## src/hw/rtl/tsg_pkg.sv

```systemverilog
// Shared types and constants for the touch sweep gesture detector.
// Used by the channel interfaces, the sweep logic and the top level.
// No dependencies.
package tsg_pkg;

  // Widths of the beat fields and the configuration port.
  localparam int FUNC_W     = 3;
  localparam int COORD_W    = 12;
  localparam int LEVEL_W    = 7;
  localparam int MODE_W     = 2;
  localparam int CFG_IDX_W  = 1;
  localparam int CFG_DATA_W = 7;
  // Wide enough for a coordinate plus the full 560 run, either sign.
  localparam int CALC_W     = 14;

  // Event kinds.
  localparam logic [FUNC_W-1:0] FUNC_OTHER = 3'd0;
  localparam logic [FUNC_W-1:0] FUNC_SLOT  = 3'd1;
  localparam logic [FUNC_W-1:0] FUNC_TRKID = 3'd2;
  localparam logic [FUNC_W-1:0] FUNC_POS_X = 3'd3;
  localparam logic [FUNC_W-1:0] FUNC_POS_Y = 3'd4;

  // Configuration register indexes.
  localparam logic [CFG_IDX_W-1:0] CFG_SWEEP_MODE = 1'd0;
  localparam logic [CFG_IDX_W-1:0] CFG_VIB_STR    = 1'd1;

  // Mode bits.
  localparam int MODE_RIGHT_BIT = 0;
  localparam int MODE_LEFT_BIT  = 1;

  // Geometry of the sweep.
  localparam logic signed [CALC_W-1:0] BAND_Y_LIMIT    = 14'sd1740;
  localparam logic signed [CALC_W-1:0] RIGHT_START_MAX = 14'sd810;
  localparam logic signed [CALC_W-1:0] ZONE_ONE        = 14'sd180;
  localparam logic signed [CALC_W-1:0] ZONE_TWO        = 14'sd200;
  localparam logic signed [CALC_W-1:0] FINAL_RUN       = 14'sd180;

  // A tracking id of -1 releases the touch.
  localparam logic signed [COORD_W-1:0] TRKID_RELEASE = -12'sd1;

  // Strength limits and reset values.
  localparam logic [LEVEL_W-1:0] STRENGTH_MAX     = 7'd90;
  localparam logic [LEVEL_W-1:0] STRENGTH_DEFAULT = 7'd20;
  localparam logic [MODE_W-1:0]  MODE_DEFAULT     = 2'd2;

  // Gesture tracking state carried from one event to the next.
  typedef struct packed {
    logic signed [COORD_W-1:0] latched_x;
    logic signed [COORD_W-1:0] latched_y;
    logic                      x_seen;
    logic                      y_seen;
    logic signed [COORD_W-1:0] start_x;
    logic                      first_passed;
    logic                      second_passed;
    logic                      armed;
  } gest_state_t;

  localparam gest_state_t GEST_RESET = '{
    latched_x:     '0,
    latched_y:     '0,
    x_seen:        1'b0,
    y_seen:        1'b0,
    start_x:       '0,
    first_passed:  1'b0,
    second_passed: 1'b0,
    armed:         1'b1
  };

endpackage

```

## src/hw/rtl/tsg_if.sv

```systemverilog
// Valid/ready channel interfaces for touch events and trigger results.
// Depends on tsg_pkg for the field widths.
interface tsg_in_if;
  logic                                        valid;
  logic                                        ready;
  logic [tsg_pkg::FUNC_W-1:0]                  func;
  logic signed [tsg_pkg::COORD_W-1:0]          value;

  modport source (output valid, output func, output value, input ready);
  modport sink   (input valid, input func, input value, output ready);
endinterface

interface tsg_out_if;
  logic                              valid;
  logic                              ready;
  logic                              power_trigger;
  logic [tsg_pkg::LEVEL_W-1:0]       vibrate_level;

  modport source (output valid, output power_trigger, output vibrate_level, input ready);
  modport sink   (input valid, input power_trigger, input vibrate_level, output ready);
endinterface

```

## src/hw/rtl/tsg_sweep.sv

```systemverilog
// Next-state logic of the gesture tracker for one touch event.
// Depends on tsg_pkg for the state struct and sweep geometry.
module tsg_sweep (
  input  logic [tsg_pkg::FUNC_W-1:0]         func,
  input  logic signed [tsg_pkg::COORD_W-1:0] value,
  input  logic [tsg_pkg::MODE_W-1:0]         mode,
  input  tsg_pkg::gest_state_t               state,
  output tsg_pkg::gest_state_t               state_next,
  output logic                               fire
);

  tsg_pkg::gest_state_t        lat;
  logic signed [tsg_pkg::CALC_W-1:0] x;
  logic signed [tsg_pkg::CALC_W-1:0] y;
  logic signed [tsg_pkg::CALC_W-1:0] start;
  logic signed [tsg_pkg::CALC_W-1:0] r_b1, r_b2, r_end;
  logic signed [tsg_pkg::CALC_W-1:0] l_b1, l_b2, l_end;
  logic low;
  logic clear;
  logic go_right, go_left;
  logic r_pass1, r_pass2, r_fire;
  logic l_pass1, l_pass2, l_fire;

  // Release or slot change clears the gesture.
  assign clear = (func == tsg_pkg::FUNC_SLOT) ||
                 ((func == tsg_pkg::FUNC_TRKID) && (value == tsg_pkg::TRKID_RELEASE));

  // Latch the coordinates carried by this event.
  always_comb begin
    lat = state;
    if (func == tsg_pkg::FUNC_POS_X) begin
      lat.latched_x = value;
      lat.x_seen    = 1'b1;
    end
    if (func == tsg_pkg::FUNC_POS_Y) begin
      lat.latched_y = value;
      lat.y_seen    = 1'b1;
    end
  end

  // Sign-extended working values; a zero start means the touch has no start yet.
  assign x     = tsg_pkg::CALC_W'(lat.latched_x);
  assign y     = tsg_pkg::CALC_W'(lat.latched_y);
  assign start = (lat.start_x == '0) ? x : tsg_pkg::CALC_W'(lat.start_x);
  assign low   = y > tsg_pkg::BAND_Y_LIMIT;

  // Direction choice: rightward wins for starts below RIGHT_START_MAX when its mode bit is set.
  assign go_right = (start < tsg_pkg::RIGHT_START_MAX) && mode[tsg_pkg::MODE_RIGHT_BIT];
  assign go_left  = !go_right && (start >= tsg_pkg::ZONE_ONE) &&
                    mode[tsg_pkg::MODE_LEFT_BIT];

  // Barrier edges for the rightward sweep.
  assign r_b1  = start + tsg_pkg::ZONE_ONE;
  assign r_b2  = r_b1 + tsg_pkg::ZONE_TWO;
  assign r_end = r_b2 + tsg_pkg::FINAL_RUN;
  assign r_pass1 = lat.first_passed || ((x > start) && (x < r_b1) && low);
  assign r_pass2 = r_pass1 && (lat.second_passed || ((x > r_b1) && (x < r_b2) && low));
  assign r_fire  = r_pass2 && (x > r_b2) && low && (x > r_end) && lat.armed;

  // Barrier edges for the leftward sweep.
  assign l_b1  = start - tsg_pkg::ZONE_ONE;
  assign l_b2  = l_b1 - tsg_pkg::ZONE_TWO;
  assign l_end = l_b2 - tsg_pkg::FINAL_RUN;
  assign l_pass1 = lat.first_passed || ((x < start) && (x > l_b1) && low);
  assign l_pass2 = l_pass1 && (lat.second_passed || ((x < l_b1) && (x > l_b2) && low));
  assign l_fire  = l_pass2 && (x < l_b2) && low && (x < l_end) && lat.armed;

  // Assemble the next state and the trigger.
  always_comb begin
    state_next = lat;
    fire       = 1'b0;
    if (clear) begin
      state_next               = state;
      state_next.armed         = 1'b1;
      state_next.first_passed  = 1'b0;
      state_next.second_passed = 1'b0;
      state_next.start_x       = '0;
    end else if (lat.x_seen && lat.y_seen) begin
      state_next.x_seen  = 1'b0;
      state_next.y_seen  = 1'b0;
      state_next.start_x = start[tsg_pkg::COORD_W-1:0];
      if (go_right) begin
        if (r_pass1) state_next.first_passed = 1'b1;
        if (r_pass2) state_next.second_passed = 1'b1;
        if (r_fire) begin
          state_next.armed = 1'b0;
          fire             = 1'b1;
        end
      end else if (go_left) begin
        if (l_pass1) state_next.first_passed = 1'b1;
        if (l_pass2) state_next.second_passed = 1'b1;
        if (l_fire) begin
          state_next.armed = 1'b0;
          fire             = 1'b1;
        end
      end
    end
  end

endmodule

```

## src/hw/rtl/touch_sweep_gesture_detector.sv

```systemverilog
// Top level of the touch sweep gesture detector.
// Depends on tsg_pkg, tsg_if.sv and tsg_sweep.
//
// Touch events enter an input register and are processed one per clock as they
// move into the result register, so the block sustains one event per cycle while
// the sink takes each result beat, stalling when it does not. Every event gives
// exactly one result beat: power_trigger is high on the beat of the event that
// completes a sweep along the bottom band, and vibrate_level then carries the
// configured strength (zero otherwise). The two-entry register chain lets a new
// event be taken while a finished result waits for the sink. Configuration
// writes take effect on the next clock and should be made while the block is idle.
module touch_sweep_gesture_detector (
  input  logic                                clk,
  input  logic                                rst,
  input  logic                                cfg_wr_en,
  input  logic [tsg_pkg::CFG_IDX_W-1:0]       cfg_index,
  input  logic [tsg_pkg::CFG_DATA_W-1:0]      cfg_wdata,
  tsg_in_if.sink                              in_ch,
  tsg_out_if.source                           out_ch
);

  // Configuration registers.
  logic [tsg_pkg::MODE_W-1:0]  sweep_mode;
  logic [tsg_pkg::LEVEL_W-1:0] vibrate_strength;

  // Input register.
  logic                                s1_valid;
  logic [tsg_pkg::FUNC_W-1:0]          s1_func;
  logic signed [tsg_pkg::COORD_W-1:0]  s1_value;
  logic                                s1_adv;

  // Result register.
  logic                                o_valid;
  logic                                o_trigger;
  logic [tsg_pkg::LEVEL_W-1:0]         o_level;

  // Gesture state.
  tsg_pkg::gest_state_t gest;
  tsg_pkg::gest_state_t gest_next;
  logic                 fire;

  assign s1_adv       = s1_valid && (!o_valid || out_ch.ready);
  assign in_ch.ready  = !s1_valid || s1_adv;

  assign out_ch.valid         = o_valid;
  assign out_ch.power_trigger = o_trigger;
  assign out_ch.vibrate_level = o_level;

  tsg_sweep u_sweep (
    .func       (s1_func),
    .value      (s1_value),
    .mode       (sweep_mode),
    .state      (gest),
    .state_next (gest_next),
    .fire       (fire)
  );

  // Configuration writes; an out-of-range strength falls back to the default.
  always_ff @(posedge clk) begin
    if (rst) begin
      sweep_mode       <= tsg_pkg::MODE_DEFAULT;
      vibrate_strength <= tsg_pkg::STRENGTH_DEFAULT;
    end else if (cfg_wr_en) begin
      unique case (cfg_index)
        tsg_pkg::CFG_SWEEP_MODE: sweep_mode <= cfg_wdata[tsg_pkg::MODE_W-1:0];
        tsg_pkg::CFG_VIB_STR: begin
          vibrate_strength <= (cfg_wdata > tsg_pkg::STRENGTH_MAX) ?
                              tsg_pkg::STRENGTH_DEFAULT : cfg_wdata;
        end
        default: ;
      endcase
    end
  end

  // Input register captures each accepted beat.
  always_ff @(posedge clk) begin
    if (rst) begin
      s1_valid <= 1'b0;
    end else if (in_ch.ready) begin
      s1_valid <= in_ch.valid;
    end
    if (in_ch.valid && in_ch.ready) begin
      s1_func  <= in_ch.func;
      s1_value <= in_ch.value;
    end
  end

  // Gesture state advances as each event moves into the result register.
  always_ff @(posedge clk) begin
    if (rst) begin
      gest <= tsg_pkg::GEST_RESET;
    end else if (s1_adv) begin
      gest <= gest_next;
    end
  end

  // Result register.
  always_ff @(posedge clk) begin
    if (rst) begin
      o_valid <= 1'b0;
    end else if (s1_adv) begin
      o_valid <= 1'b1;
    end else if (out_ch.ready) begin
      o_valid <= 1'b0;
    end
    if (s1_adv) begin
      o_trigger <= fire;
      o_level   <= fire ? vibrate_strength : '0;
    end
  end

  // A result without a trigger never carries a strength.
  a_level_zero: assert property (@(posedge clk) disable iff (rst)
    (o_valid && !o_trigger) |-> (o_level == '0))
    else $error("vibrate_level set without power_trigger");

  // A trigger disarms the gesture until it is cleared.
  a_disarm: assert property (@(posedge clk) disable iff (rst)
    (s1_adv && fire) |=> !gest.armed)
    else $error("trigger fired but gesture still armed");

  // The second barrier is never marked without the first.
  a_barrier_order: assert property (@(posedge clk) disable iff (rst)
    gest.second_passed |-> gest.first_passed)
    else $error("second barrier passed without the first");

  // With the result register empty the input side is never stalled.
  a_no_stall: assert property (@(posedge clk) disable iff (rst)
    !o_valid |-> in_ch.ready)
    else $error("input stalled with empty result register");

endmodule
```

## src/flat_wrapper.sv

```systemverilog
// flat-port wrapper written by rule: the top's interface ports become plain ports
module touch_sweep_gesture_detector_flat 
  (clk, rst, cfg_wr_en, cfg_index, cfg_wdata, in_ch_valid, in_ch_func, in_ch_value, in_ch_ready, out_ch_valid, out_ch_power_trigger, out_ch_vibrate_level, out_ch_ready);
  tsg_in_if in_ch_i ();
  tsg_out_if out_ch_i ();
  input  logic clk;
  input  logic rst;
  input  logic cfg_wr_en;
  input  logic [tsg_pkg::CFG_IDX_W-1:0] cfg_index;
  input  logic [tsg_pkg::CFG_DATA_W-1:0] cfg_wdata;
  input wire logic [$bits(in_ch_i.valid)-1:0] in_ch_valid;
  input wire logic [$bits(in_ch_i.func)-1:0] in_ch_func;
  input wire logic [$bits(in_ch_i.value)-1:0] in_ch_value;
  output wire logic [$bits(in_ch_i.ready)-1:0] in_ch_ready;
  output wire logic [$bits(out_ch_i.valid)-1:0] out_ch_valid;
  output wire logic [$bits(out_ch_i.power_trigger)-1:0] out_ch_power_trigger;
  output wire logic [$bits(out_ch_i.vibrate_level)-1:0] out_ch_vibrate_level;
  input wire logic [$bits(out_ch_i.ready)-1:0] out_ch_ready;
  assign in_ch_i.valid = in_ch_valid;
  assign in_ch_i.func = in_ch_func;
  assign in_ch_i.value = in_ch_value;
  assign in_ch_ready = in_ch_i.ready;
  assign out_ch_valid = out_ch_i.valid;
  assign out_ch_power_trigger = out_ch_i.power_trigger;
  assign out_ch_vibrate_level = out_ch_i.vibrate_level;
  assign out_ch_i.ready = out_ch_ready;
  touch_sweep_gesture_detector u_core (.clk(clk), .rst(rst), .cfg_wr_en(cfg_wr_en), .cfg_index(cfg_index), .cfg_wdata(cfg_wdata), .in_ch(in_ch_i), .out_ch(out_ch_i));
endmodule
```

## config.mk

```make
export PLATFORM = sky130hd
export DESIGN_NAME = touch_sweep_gesture_detector_flat
export DESIGN_NICKNAME = d
export VERILOG_FILES = /design/src/hw/rtl/tsg_pkg.sv /design/src/hw/rtl/tsg_if.sv /design/src/hw/rtl/tsg_sweep.sv /design/src/hw/rtl/touch_sweep_gesture_detector.sv /design/src/flat_wrapper.sv
export SDC_FILE = /design/constraint.sdc
export NUM_CORES = 1
export LEC_CHECK = 0
export ABC_AREA = 0
export BUFFER_PORTS_ARGS = -buffer_cell sky130_fd_sc_hd__buf_2
export CORE_MARGIN = 8
export CORE_UTILIZATION = 40
export CTS_CLUSTER_SIZE = 16
export DETAILED_ROUTE_END_ITERATION = 10
export PLACE_DENSITY = 0.64
export REMOVE_ABC_BUFFERS = 1
export SLEW_MARGIN = 20
export SYNTH_ARGS = -nofsm -noshare
export SYNTH_HDL_FRONTEND = slang
export SYNTH_SLANG_ARGS = --single-unit
```

## constraint.sdc

```tcl
create_clock -name clk -period 12.01 [get_ports clk]
set_input_delay 3.603 -clock clk [delete_from_list [all_inputs] [get_ports clk]]
set_output_delay 3.603 -clock clk [all_outputs]
set_load 0.005 [all_outputs]
```

==> flow_summary.yaml, run 1 <==
pwr:
  internal_power_mw: 0.564
  pwr-share-clk_pct: 30.8
  ir_drop_uv: 110
  p_switching_mw: 0.297
  power_density_mw_per_mm2: 119
  p_comb_share_pct: 37.1
  seq_power_share_pct: 32.2
  swShare_pct: 34.5
  power_mw: 0.862
  leakage_nw: 2.94
hold_path:
  hold_class: "flip-flop to flip-flop"
  min_path_cells: 2
logic_synthesis:
  synth_edf_count: 23
  syn-cell-area_sq_mm: 0.00658
  syn_avg_cell_area_sq_um: 8.44
  async_flop_share_pct: 0
  yosys_warnings: 0
  yosysUniqueCellTypes: 85
  postSynthCellCount: 780
  ys_seq_area_share_pct: 26.3
  ys.flop_type: "dfxtp_1"
  ys_ff_latch: 75
finish:
  area_delta_synth_final_pct: 9.85
  fill_cells: 1667
  diodes: 0
  multi_input_area_sq_mm: 0.00458
  final_nets: 902
  drive_above_1_share_pct: 12.6
  post-route-util_pct: 44.2
  seqCellArea_sq_mm: 0.00173
setup_path:
  worstReg2RegStart: "u_core.s1_func[2]"
  r2r_slack_ns: 4.76
  r2r_cells: 24
  crit_arrival_ns: 4.10
  cp-end-kind: "primary output"
  r2r-end: "u_core.out_ch.vibrate_level[5]"
  critPathKind: "input pin to primary output"
  cp-endpoint: "in_ch_ready"
  crit_required_ns: 8.41
  crit_fanout: 4
  cp-start-kind: "input pin"
  cp-startpoint: "out_ch_ready"
clock_tree:
  cts_setup_buffers: 0
  cts_resized: 0
  cts_tree: "yes"
  clock_sinks: 75
  cts-buffers-inserted: 9
  cts_hold_buf: 0
  worstSkewPairLatency_ns: 0.33
  root_buffer: "clkbuf_16"
  cts.clk_slew.worst_paths_ns: 0.06
  cts_max_path_buffers: 2
  htree_levels: 3
sta:
  layout_worst_path_cycle_share_pct: 64.1
  drv_slew: 0
  fin_crit_ns: 7.70
  setup_ws_ns: 4.31
  holdWs_ns: 0.452
  fin_worst_skew_ns: 0.00679
  tightest_slew_ns: 0.965
  rsz0062_at_grt: "false"
  setup_viol: 0
  max_slew_margin_pct: 35.7
  final-hold-violation-count: 0
  tns_ns: 0
  fmax_ghz: 0.130
detailed_routing:
  ant_nets: 0
  drc_errors: 0
  routed_wl_mm: 17.6
  drt_iter0_markers: 408
  drtPass1Iterations: 6
  num_vias: 5882
  avgRoutedWirePerCell_um: 17.1
  via_per_inst: 5.70
global_routing:
  grt_pass1_vias: 5675
  gr-usage-all-layers_pct: 17.4
  overflow: 0
  antenna_found_initial: 0
  grt_pass1_wl_mm: 28.9
  grt_max_degree: 43
floorplan:
  die-area_sq_mm: 0.0208
  die_w_um: 144
  pin_count: 38
  die_h_um: 144
  rows: 47
  start_util_pct: 40.3
  core-area_sq_mm: 0.0163
outcome:
  status: "completed"
place:
  dpl.hpwl_mm: 14.1
  preCtsSetupSlack_ns: 4.29
  gp_congestion: 0.936
  port_buffers: 37
flow_run:
  cap_violations: 0
## per-stage QoR
step | instances | instance area, sq um
after floorplan | 755 | 6440
after global placement | 1016 | 6930
after detailed placement | 1016 | 6930
after CTS | 1032 | 7230
after global routing | 1032 | 7230
final | 1032 | 7230
## cells by family (layout without fill, tap and decap cells)
logic type                 count (synthesis)  in the layout  share of synthesized area, %
and+or+nand+nor                          282            282                          21.6
AOI/OAI and AO/OA                        224            224                          24.0
DFF                                       75             75                          26.3
adders and majority gates                 70             70                          13.2
buffers and inverters                     59             91                          4.05
xor gates and xnor gates                  45             45                          6.31
muxes                                     25             25                          4.49
## critical path: stages
cell and delay, ns:
buf_2 0.09, nor2b_1 0.18, nand2_1 0.09, buf_2 0.13
## registers in the layout, summed over array words and instances, names as in the netlist
name                         cells
u_core.out_ch.valid              1
u_core.vibrate_strength          7
u_core.gest                     41
u_core.out_ch.power_trigger      1
u_core.s1_value                 12
u_core.sweep_mode                2
u_core.out_ch.vibrate_level      7
u_core.s1_valid                  1
u_core.s1_func                   3
## metal layers
layer | part of all wire (%) | vias to the layer above | GRT usage, %
li1 | - | 2946 | -
met1 | 47 | 2747 | 22.5
met2 | 47 | 149 | 28.6
met3 | 3.8 | 40 | 2.38
met4 | 3.1 | 0 | 7.01
met5 | 0 | - | 0
## worst min path at each step
stage                    start               to  slack [ns]
6_report        u_core.gest[1]   u_core.gest[1]        0.45
5_1_grt         u_core.gest[0]   u_core.gest[0]        0.47
4_1_cts         u_core.gest[1]   u_core.gest[1]        0.45
3_5_place_dp    u_core.gest[1]   u_core.gest[1]        0.44
3_3_place_gp    u_core.gest[0]   u_core.gest[0]        0.44
2_1_floorplan  u_core.gest[28]  u_core.gest[28]        0.43
## synth_stat cells (all sizes together) (12+ instances only)
master,n,area (sq um)
nor2,83,312
ha,67,838
a21oi,65,370
nand2,65,244
dfxtp,52,1040
inv,34,128
xnor2,33,289
o21ai,32,164
edfxtp,23,691
nor3,22,120
a211oi,19,148
a21o,18,143
mux2i,18,209
nand3,18,90.1
nor2b,18,113
nand4,14,93.8
and2,13,81.3
clkbuf,13,48.8
buf,12,90.1
## power groups by stage
stage / logic (mW) / clock network (mW) / registers, mW
2_1_floorplan: 0.241 / 0 / 0.280
3_5_place_dp: 0.316 / 0 / 0.283
6_report: 0.319 / 0.265 / 0.277
3_3_place_gp: 0.313 / 0 / 0.282
5_1_grt: 0.357 / 0.279 / 0.279
4_1_cts: 0.318 / 0.271 / 0.277
## area by class of cell
cell class / count / area share [%]
repair buffers: 41 / 2.98
well taps: 220 / 3.81
clock buffers: 11 / 3.36
multi-input cells: 646 / 63.4
inverters: 34 / 1.77
clock inverters: 5 / 0.744
flip-flops and latches: 75 / 23.9
## layout by cell type, fill, tap and decap left out, types with 11 or more instances in the layout
master	Yosys	routed
nor2b_1	18	18
xnor2_1	33	33
a21o_1	17	17
mux2i_1	15	15
o21ai_0	31	31
nor3_1	20	20
a21oi_1	57	57
and2_1	13	13
a211oi_1	18	18
inv_1	28	28
ha_1	67	67
nand3_1	18	18
a31oi_1	11	11
buf_2	6	37
dfxtp_1	52	52
nand4_1	13	13
nand2_1	65	65
nor2_1	83	83
edfxtp_1	23	23
Note: power is estimated with default switching activity, not from simulation.
==> run 2: changes to the inputs <==
- ABC_AREA: 0 -> 1
- clock period: 12.01 -> 7.3 ns (I/O delays scaled with it)
==> flow_summary.yaml, run 2 <==
global_routing:
  grt_pass1_vias: 5957
  gr-usage-all-layers_pct: 16.6
  overflow: 0
  grt_max_degree: 31
  grt_pass1_wl_mm: 29.4
  antenna_found_initial: 0
sta:
  tightest_slew_ns: 0.768
  max_slew_margin_pct: 48.8
  tns_ns: 0
  layout_worst_path_cycle_share_pct: 78.6
  fin_worst_skew_ns: 0.00760
  setup_viol: 0
  fmax_ghz: 0.174
  setup_ws_ns: 1.56
  drv_slew: 0
  fin_crit_ns: 5.74
  rsz0062_at_grt: "false"
  final-hold-violation-count: 0
pwr:
  ir_drop_uv: 128
  power_mw: 1.48
  leakage_nw: 3.72
  power_density_mw_per_mm2: 196
clock_tree:
  cts.clk_slew.worst_paths_ns: 0.06
  cts_hold_buf: 0
  htree_levels: 3
  cts-buffers-inserted: 9
  cts_resized: 0
  root_buffer: "clkbuf_16"
  cts_tree: "yes"
  cts_max_path_buffers: 2
  clock_sinks: 75
  cts_setup_buffers: 0
  worstSkewPairLatency_ns: 0.33
detailed_routing:
  routed_wl_mm: 17.9
  avgRoutedWirePerCell_um: 14.1
  drc_errors: 0
  via_per_inst: 5.07
  drt_iter0_markers: 460
  ant_nets: 0
  drtPass1Iterations: 7
  num_vias: 6450
logic_synthesis:
  syn_avg_cell_area_sq_um: 6.82
  yosys_warnings: 0
  ys_ff_latch: 75
  yosys.area.top_type_share_pct: 15.1
  synth_edf_count: 23
  synth_area_leaders: "dfxtp_1 15%, nand2_1 14%, ha_1 12%"
  yosysUniqueCellTypes: 55
  ys_seq_area_share_pct: 25.1
  syn-cell-area_sq_mm: 0.00690
  async_flop_share_pct: 0
  ys_top_cells_by_count: "260 x nand2_1, 126 x inv_1, 75 x nand3_1, 73 x nor2_1, 71 x a21oi_1"
  synth_top_area_cell: "dfxtp_1"
  postSynthCellCount: 1012
  ys.flop_type: "dfxtp_1"
  synth_most_common_cell: "nand2_1"
place:
  port_buffers: 37
  dpl.hpwl_mm: 14.5
  preCtsSetupSlack_ns: 1.54
  gp_congestion: 0.886
finish:
  area_delta_synth_final_pct: 9.32
  biggestRegsByFlops: "u_core.gest (41), u_core.s1_value (12)"
  diodes: 0
  final_nets: 1138
  final_cell_mix: "260 x nand2_1, 126 x inv_1, 75 x nand3_1, 72 x nor2_1, 71 x a21oi_1"
  largest_reg_flops: 41
  drive_above_1_share_pct: 15.7
  final_common_cell: "nand2_1"
  top_register: "u_core.gest"
floorplan:
  die_w_um: 147
  die-area_sq_mm: 0.0217
  pin_count: 38
  start_util_pct: 40.4
  die_h_um: 147
  core-area_sq_mm: 0.0171
  rows: 48
setup_path:
  critPathKind: "flip-flop to flip-flop"
  crit_top_cell: "nand2_1"
  worstReg2RegStart: "u_core.s1_func[2]"
  cp-start-kind: "flip-flop"
  r2r-end: "u_core.out_ch.vibrate_level[6]"
  crit_fanout: 22
  r2r_slack_ns: 1.56
  cp-end-kind: "flip-flop"
  r2r_cells: 32
  max_stage_delay_ns: 0.50
  crit_required_ns: 7.39
  cp_slowest_cell: "edfxtp_1"
  crit_arrival_ns: 5.83
flow_run:
  cap_violations: 0
hold_path:
  whs_endpoint: "u_core.gest[0]"
  min_path_cells: 2
  hold_class: "flip-flop to flip-flop"
  min_from: "u_core.gest[0]"
outcome:
  status: "completed"
## run 2: cell count changes in the layout (fill, tap and decap cells not counted), sizes merged, moves of 10 or more
cell   previous run  this run
nand2            65       294
nor3             22         6
o21ai            32        53
nor2             83        93
a21o             18         1
nor2b            18         0
xnor2            33         5
mux2i            18         0
nand3            18        87
and2             13         3
inv              34       149
## run 2: cells by family (layout without fill, tap and decap cells)
logic type | Yosys count | count (layout) | synth area share [%]
AOI/OAI and AO/OA | 167 | 167 | 14.8
adders and majority gates | 67 | 67 | 12.2
and+or+nand+nor | 513 | 513 | 35.2
DFF | 75 | 75 | 25.1
xor gates and xnor gates | 22 | 22 | 3.23
buffers and inverters | 168 | 204 | 9.50
## run 2: metrics by stage
step | hold slack [ns] | area, sq um | instances | utilization (%)
2_1_floorplan | 0.419 | 6810 | 994 | -
3_3_place_gp | 0.436 | 7280 | 1257 | 42.7
3_5_place_dp | 0.435 | 7280 | 1257 | 42.7
4_1_cts | 0.449 | 7540 | 1273 | 44.2
5_1_grt | 0.464 | 7540 | 1273 | 44.2
6_report | 0.444 | 7540 | 1273 | 44.2
## run 2: report_power, final
part	leakage [nW]	switching (mW)	internal [mW]
Sequential	0.648	0.0103	0.450
Combinational	2.94	0.414	0.218
Clock	0.130	0.162	0.228
Total	3.72	0.586	0.896
## run 2: final cells by class
type	count	area, sq um
inverter	150	566
timing repair buffer	38	193
clock buffer	12	236
clock inverter	4	20.0
fill	1824	9520
sequential	75	1730
multi-input combinational	769	4510
tap	225	282
## run 2: worst max path at each step
stage	start	end	slack, ns	cells past startpoint
after detailed placement	u_core.s1_func[2]	u_core.out_ch.vibrate_level[6]	1.54	32
after CTS	u_core.s1_func[2]	u_core.out_ch.vibrate_level[4]	1.51	32
after global routing	u_core.s1_func[2]	u_core.out_ch.vibrate_level[3]	0.98	32
final	u_core.s1_func[2]	u_core.out_ch.vibrate_level[6]	1.56	32
after floorplan	u_core.s1_func[2]	u_core.out_ch.vibrate_level[0]	2.64	33
after global placement	u_core.s1_func[2]	u_core.out_ch.vibrate_level[6]	1.67	32
## run 2: layer usage
layer | global-route usage [%] | share of wire [%] | vias to the layer above
met1 | 21.9 | 47 | 2892
met3 | 2.52 | 5.2 | 18
li1 | - | - | 3391
met5 | 0 | 0 | -
met2 | 27.5 | 46 | 149
met4 | 4.18 | 1.4 | 0
## run 2: worst max-delay path, delay by kind of cell (launching register included)
family / cells / cell delay (ns)
compound gates: 4 / 0.65
fa+ha+maj: 3 / 0.83
buf+inv: 4 / 0.33
flops: 1 / 0.50
simple gates: 21 / 3.21
